## config.mk

```make
export PLATFORM = sky130hd
export DESIGN_NAME = pwma_ctrl
export DESIGN_NICKNAME = d
export VERILOG_FILES = /design/src/design/pwma_pkg.sv /design/src/design/pwma_ctrl.sv
export SDC_FILE = /design/constraint.sdc
export NUM_CORES = 1
export LEC_CHECK = 0
export ABC_CLOCK_PERIOD_IN_PS = 1400
export BUFFER_PORTS_ARGS = -buffer_cell sky130_fd_sc_hd__buf_2
export CAP_MARGIN = 20
export CORE_AREA = 2 2 39 41
export DETAILED_ROUTE_END_ITERATION = 8
export DIE_AREA = 0 0 41 43
export GPL_TIMING_DRIVEN = 0
export PLACE_DENSITY = 0.7
export SYNTH_ARGS = -nofsm -noshare
export SYNTH_HDL_FRONTEND = slang
export SYNTH_SLANG_ARGS = --single-unit
```

## constraint.sdc

```tcl
create_clock -name clk -period 1.4 [get_ports clk]
set_clock_uncertainty 0.1 [all_clocks]
set_input_delay 0.07 -clock clk [delete_from_list [all_inputs] [get_ports clk]]
set_output_delay 0.07 -clock clk [all_outputs]
set_load 0.01 [all_outputs]
```

## src/design/pwma_pkg.sv

```systemverilog
`timescale 1ns / 1ps
package pwma_pkg;

	localparam int PWMA_WINDOW_MAX_DFLT = 16;

	localparam int POS_W     = 32;
	localparam int YAW_W     = 16;
	localparam int STAMP_W   = 40;
	localparam int DECAY_W   = 16;
	localparam int WCOUNT_W  = 5;
	localparam int CFG_IDX_W = 2;
	localparam int CFG_DATA_W = 40;
	localparam int W_W       = 17;   // Q1.16 weight
	localparam int ZW        = 34;   // CORDIC angle accumulator
	localparam int CORDIC_STEPS = 20;
	localparam int STEP_W    = 5;

	localparam logic [WCOUNT_W-1:0] WCOUNT_RST  = 5'd10;
	localparam logic [STAMP_W-1:0]  MAX_AGE_RST = 40'd2000000;
	localparam logic [DECAY_W-1:0]  DECAY_RST   = 16'd58982;
	localparam logic [W_W-1:0]      W_ONE       = 17'h10000;

	localparam logic signed [POS_W-1:0] CORDIC_X0 = 32'sd652032874;
	localparam logic signed [ZW-1:0] Z_HALF    = 34'sh080000000;
	localparam logic signed [ZW-1:0] Z_QUARTER = 34'sh040000000;

	typedef enum logic [CFG_IDX_W-1:0] {
		CFG_WCOUNT  = 2'd0,
		CFG_MAX_AGE = 2'd1,
		CFG_DECAY   = 2'd2
	} pwma_cfg_idx_t;

	typedef enum logic [3:0] {
		ST_IDLE,
		ST_SC_GO,
		ST_SC_WAIT,
		ST_WRITE,
		ST_DROP_RD,
		ST_DROP_CHK,
		ST_ACC_RD,
		ST_ACC_MUL,
		ST_ACC_ADD,
		ST_PREP,
		ST_DIV_GO,
		ST_DIV_WAIT,
		ST_FIN
	} pwma_state_t;

	typedef struct packed {
		logic accept;
		logic sc_start;
		logic wr;
		logic drop_rd;
		logic drop;
		logic acc_init;
		logic acc_mul;
		logic acc_add;
		logic prep;
		logic div_start;
		logic out_load;
	} pwma_cmd_t;

	typedef struct packed {
		logic cordic_busy;
		logic div_busy;
		logic drop_need;
		logic acc_last;
	} pwma_sts_t;

	function automatic logic [31:0] pwma_atan(input logic [STEP_W-1:0] i);
		logic [31:0] a;
		case (i)
			5'd0:  a = 32'h20000000;
			5'd1:  a = 32'h12E4051E;
			5'd2:  a = 32'h09FB385B;
			5'd3:  a = 32'h051111D4;
			5'd4:  a = 32'h028B0D43;
			5'd5:  a = 32'h0145D7E1;
			5'd6:  a = 32'h00A2F61E;
			5'd7:  a = 32'h00517C55;
			5'd8:  a = 32'h0028BE53;
			5'd9:  a = 32'h00145F2F;
			5'd10: a = 32'h000A2F98;
			5'd11: a = 32'h000517CC;
			5'd12: a = 32'h00028BE6;
			5'd13: a = 32'h000145F3;
			5'd14: a = 32'h0000A2F9;
			5'd15: a = 32'h0000517C;
			5'd16: a = 32'h000028BE;
			5'd17: a = 32'h0000145F;
			5'd18: a = 32'h00000A2F;
			5'd19: a = 32'h00000517;
			default: a = 32'h0;
		endcase
		return a;
	endfunction

endpackage

```

## src/design/pwma_ctrl.sv

```systemverilog
`timescale 1ns / 1ps
module pwma_ctrl import pwma_pkg::*; (
	input  logic      clk,
	input  logic      arst_n,
	input  logic      in_valid,
	input  logic      out_stall,
	input  pwma_sts_t sts,
	output logic      in_stall,
	output logic      out_valid,
	output pwma_cmd_t cmd
);

	pwma_state_t state_q, state_d;
	logic        out_valid_q;
	logic        out_free;

	assign out_free = !out_valid_q || !out_stall;

	always_comb begin
		state_d = state_q;
		unique case (state_q)
			ST_IDLE:     if (in_valid) state_d = ST_SC_GO;
			ST_SC_GO:    state_d = ST_SC_WAIT;
			ST_SC_WAIT:  if (!sts.cordic_busy) state_d = ST_WRITE;
			ST_WRITE:    state_d = ST_DROP_RD;
			ST_DROP_RD:  state_d = ST_DROP_CHK;
			ST_DROP_CHK: state_d = sts.drop_need ? ST_DROP_RD : ST_ACC_RD;
			ST_ACC_RD:   state_d = ST_ACC_MUL;
			ST_ACC_MUL:  state_d = ST_ACC_ADD;
			ST_ACC_ADD:  state_d = sts.acc_last ? ST_PREP : ST_ACC_RD;
			ST_PREP:     state_d = ST_DIV_GO;
			ST_DIV_GO:   state_d = ST_DIV_WAIT;
			ST_DIV_WAIT: if (!sts.div_busy && !sts.cordic_busy) state_d = ST_FIN;
			ST_FIN:      if (out_free) state_d = ST_IDLE;
			default:     state_d = ST_IDLE;
		endcase
	end

	always_comb begin
		cmd = '0;
		unique case (state_q)
			ST_IDLE:     cmd.accept = in_valid;
			ST_SC_GO:    cmd.sc_start = 1'b1;
			ST_WRITE:    cmd.wr = 1'b1;
			ST_DROP_RD:  cmd.drop_rd = 1'b1;
			ST_DROP_CHK: begin
				cmd.drop     = sts.drop_need;
				cmd.acc_init = !sts.drop_need;
			end
			ST_ACC_MUL:  cmd.acc_mul = 1'b1;
			ST_ACC_ADD:  cmd.acc_add = 1'b1;
			ST_PREP:     cmd.prep = 1'b1;
			ST_DIV_GO:   cmd.div_start = 1'b1;
			ST_FIN:      cmd.out_load = out_free;
			default:     ;
		endcase
	end

	always_ff @(posedge clk or negedge arst_n) begin
		if (!arst_n) begin
			state_q     <= ST_IDLE;
			out_valid_q <= 1'b0;
		end else begin
			state_q <= state_d;
			if (cmd.out_load)
				out_valid_q <= 1'b1;
			else if (!out_stall)
				out_valid_q <= 1'b0;
		end
	end

	assign in_stall  = (state_q != ST_IDLE);
	assign out_valid = out_valid_q;

endmodule

```

# ---- Yosys cells after proc, flatten, opt, wreduce, memory -nomap -nowiden
# Cells that the tools add are included.
# W data, S select, Z words.
dict set report op_classes {
  eq_ne 17
  n_mux 19
  n_reduce_logical 10
}
# op n
set ops {}
lappend ops {{$pmux W4 S13} 1}
lappend ops {{$eq A4 B4 Y1 const B} 5}
lappend ops {{$mux W4} 5}
lappend ops {{$eq A4 B3 Y1 const B} 4}
lappend ops {{$mux W1} 11}
lappend ops {{$eq A4 B2 Y1 const B} 2}
lappend ops {{$ne A2 B2 Y1 const B} 4}
lappend ops {{$logic_not A1 Y1} 5}
lappend ops {{$eq A4 B1 Y1 const B} 1}
lappend ops {{$logic_not A4 Y1} 1}
lappend ops {{$mux W2} 2}
lappend ops {{$reduce_and A4 Y1} 1}
lappend ops {{$reduce_bool A4 Y1} 1}
lappend ops {{$ne A2 B1 Y1 const B} 1}
lappend ops {{$logic_and A1 B1 Y1} 1}
lappend ops {{$logic_or A1 B1 Y1} 1}
dict set report word_totals {
  output_inout_bits 13
  in_bits 8
  reg_bits 5
  wordCells 48
}

# ---- Depth between registers and ports, before layout
dict set report depth {
  depth_word 4
  mapped_depth 4
}

# ---- Worst setup path after synthesis
# OpenSTA, ideal clock, no wires.
dict set report synth_timing {
  kind {register -> register}
  start {register state_q[2]}
  end {register state_q[0]}
  setup_time_ns 0.095
  t_arrival_ns 1.067
  path_slack_ns 0.137
  path_buffers 0
  path_stages_with_launch 4
  path_cell_list {dfrtp_1 > nand2b_4 > or3_2 > o31ai_1}
}
dict set report synth_between {
  elab_chain_cells 3
  word_cells_on_any_way 19
}
# element line
set synth_rtl {}
lappend synth_rtl {{start, declared} pwma_ctrl.sv:13} ;# pwma_state_t state_q, state_d;
lappend synth_rtl {{start signal, assigned} pwma_ctrl.sv:64} ;# state_q <= state_d;
lappend synth_rtl {{$eq A4 B4 Y1 (tied with other cells)} pwma_ctrl.sv:21} ;# unique case (state_q)
lappend synth_rtl {{$ne A2 B2 Y1 (no source line)} -}
lappend synth_rtl {{$reduce_and A4 Y1 (no source line)} -}
# Parallel ways exist; a longest one is shown, timed or not.
# A chain may end at the register's enable or synchronous reset.

==> metrics.txt <==
status finished, violations left; failing checks setup timing; fraction of registers with async set/reset 100%; initial antenna violation count 0; critical path arrival 1.24 ns; Sequential Area 128 sq um; via count 519; layout cells sized above 1 between 50% and 60%; Design Power 1.57 mW; Tot GR Track Use 14.3%; Pint around 0.85 mW; pin count of the biggest net entering global routing 11; critical path capture point type output port; Design Area, Final 704 sq um; H-tree level count 1; DRC viols 0; WHS 0.0158 ns; clock power share 10.4%; Peak Freq 708 MHz; Multi-input gate area 323 sq um; Post-synth top cells nor2_1, nor3_1, nand2_1; drt pass-1 iters 4; RSZ-0062 raised after global routing true; effective utilization at floorplan 32.3%; Die H 43 um; mean area per synthesized cell a little over 8 sq um; CP Cell Sequence buf_6 -> nor2_4 -> nand3_2 -> a21oi_1 -> buf_2; CTS sink count 5; fin util 50.9%; first-pass GRT wire length 1.76 mm; CP Max Fanout 8; synthesized flop and latch total 5; synth top area cells dfrtp_1, nor3_1, clkbuf_8; antenna viol nets, final 0; setup_tns -0.0127 ns; Synth-to-Final Area Change 57.7%; GRT overflow 0; Synth area leader dfrtp_1; Max transition margin approximately four fifths; Worst Max-Slew Pin Slew 0.316 ns; final hold viol count 0; wire per inst roughly 13 um; period utilization 101%; post-synthesis cell count 55; min cycle time layout 1.41 ns; Clock transition at path regs approximately 0.040 ns; clock tree from TritonCTS built; max incr delay on CP between 0.3 and 0.4 ns; Max rail drop VDD approximately 0.0011 V; register area share after synthesis approximately 28%; RD Place Congestion between 0.7 and 0.8; Port Buffers 20; Die Wd 41 um; YS warnings 0; DRT iter0 DRCs 9; site row count 14; Sw Pwr just over 0.7 mW; max-slew violation total from the final report 0; distinct cell type count after synthesis 27; max cap viols 0; die area 0.00176 sq mm; pwr dens roughly 2200 mW/mm^2; I/O pins 21; Crit Path Class reg2out; Ant. Diodes 0; Synthesized Nets 63; Core ar. approximately 0.0014 sq mm; Hold WC Path Type in2reg; clock buffer depth 2; Num CTS Buffers 3; post-layout net count 93; Most used DFF post-synth dfrtp_1; Sw Ratio 46.2%; Slowest-stage cell, CP dfrtp_1; crit start category register; Final setup viols 1; worst-skew pair later-pin latency 0.24 ns; Detailed Route WL roughly 1.3 mm; EDFF count, synth 0; sequential share of power 18.4%; leakage power 0.344 nW; top-area cell type share of the netlist area about 28%; WP data required approximately 1.2 ns; Filler cells 138; combinational power share 71.2%; Synth Cell Area 447 sq um; Placed Area between 500 and 600 sq um; Final WS setup -0.0127 ns; number of global-route vias before repair 460; drt via density between 5 and 6; hpwl dp roughly 890 um; CTS root buf clkbuf_4
## metal layers
metal / GRT usage [%] / vias to the layer above / wire (um)
met5: 0 / - / 0
met3: 0 / 0 / 58
met4: 8.00 / 0 / 0
li1: - / 259 / -
met1: 17.0 / 239 / 527
met2: 24.4 / 21 / 721
## kinds of logic (layout without fill, tap and decap cells)
family	Yosys count	in the layout	share of synthesized area [%]
DFF	5	5	28.0
AOI/OAI and AO/OA	15	15	26.3
and+or+nand+nor	27	27	31.1
buffers and inverters	8	37	14.6
## placed cells by master, fill, tap and decap left out, types with 2 or more instances in the layout
cell | synthesis | final
a21oi_1 | 2 | 2
buf_2 | 0 | 20
buf_4 | 0 | 4
buf_6 | 2 | 2
clkbuf_4 | 0 | 3
clkbuf_8 | 2 | 2
dfrtp_1 | 5 | 3
dfrtp_2 | 0 | 2
inv_1 | 3 | 3
nand2_1 | 6 | 5
nand2b_4 | 1 | 2
nor2_1 | 7 | 5
nor3_1 | 7 | 3
nor3_2 | 0 | 4
o21ai_0 | 2 | 2
## flip-flops by register name (all words and copies together) (netlist names)
register / count
out_valid: 1
state_q: 4
## worst max-delay path, delay by kind of cell (launching register included)
family,cells,cell delay (ns)
AOI/OAI and AO/OA,1,0.12
buffers and inverters,2,0.29
DFF,1,0.38
and+or+nand+nor,2,0.23
## through the flow
step / worst slack (ns) / std cells
after global routing: -0.0666 / 100
after global placement: 0.0469 / 91
final: -0.0127 / 100
after CTS: -0.0335 / 97
after floorplan: 0.137 / 55
after detailed placement: -0.00418 / 91
## what timing repair did
| item | 4_1_cts | 5_1_grt |
|---|---|---|
| hold buffers | 1 | 0 |
| hold endpoints to repair | 5 | 0 |
| setup endpoints to repair | 7 | 9 |
| setup buffers | 1 | 3 |
| cloned | 0 | 0 |
| pin swaps | 1 | 1 |
| gates resized for setup | 5 | 13 |
## path summary, 6_finish.rpt
| check | startpoint | endpoint | slack (ns) | cells after the start |
|---|---|---|---|---|
| setup / recovery | state_q[1]$_DFFE_PN0P_ | cmd[0] | -0.01 | 5 |
| setup reg to reg | state_q[2]$_DFFE_PN0P_ | state_q[2]$_DFFE_PN0P_ | 0 | 4 |
| hold reg to reg | out_valid$_DFFE_PN0P_ | out_valid$_DFFE_PN0P_ | 0.47 | 2 |
| min in group asynchronous | arst_n | out_valid$_DFFE_PN0P_ | 0.07 | 2 |
| max in group asynchronous | arst_n | state_q[2]$_DFFE_PN0P_ | 0.99 | 2 |
| hold / removal | out_stall | out_valid$_DFFE_PN0P_ | 0.02 | 3 |
## cell type report
class,count,area share [%]
inverter,4,2.49
multi-input combinational,42,45.8
clock buffer,4,3.73
tap,16,2.84
buffer,4,7.10
sequential,5,18.1
timing repair buffer,25,19.9
## power by group through the flow
stage / Clock, mW / Sequential [mW] / Combinational (mW)
floorplan: 0 / 0.274 / 0.644
global route: 0.182 / 0.298 / 1.21
global placement: 0 / 0.281 / 0.852
detailed placement: 0 / 0.285 / 0.864
CTS: 0.171 / 0.273 / 0.950
finish: 0.163 / 0.290 / 1.12
Note: power is estimated with default switching activity, not from simulation.
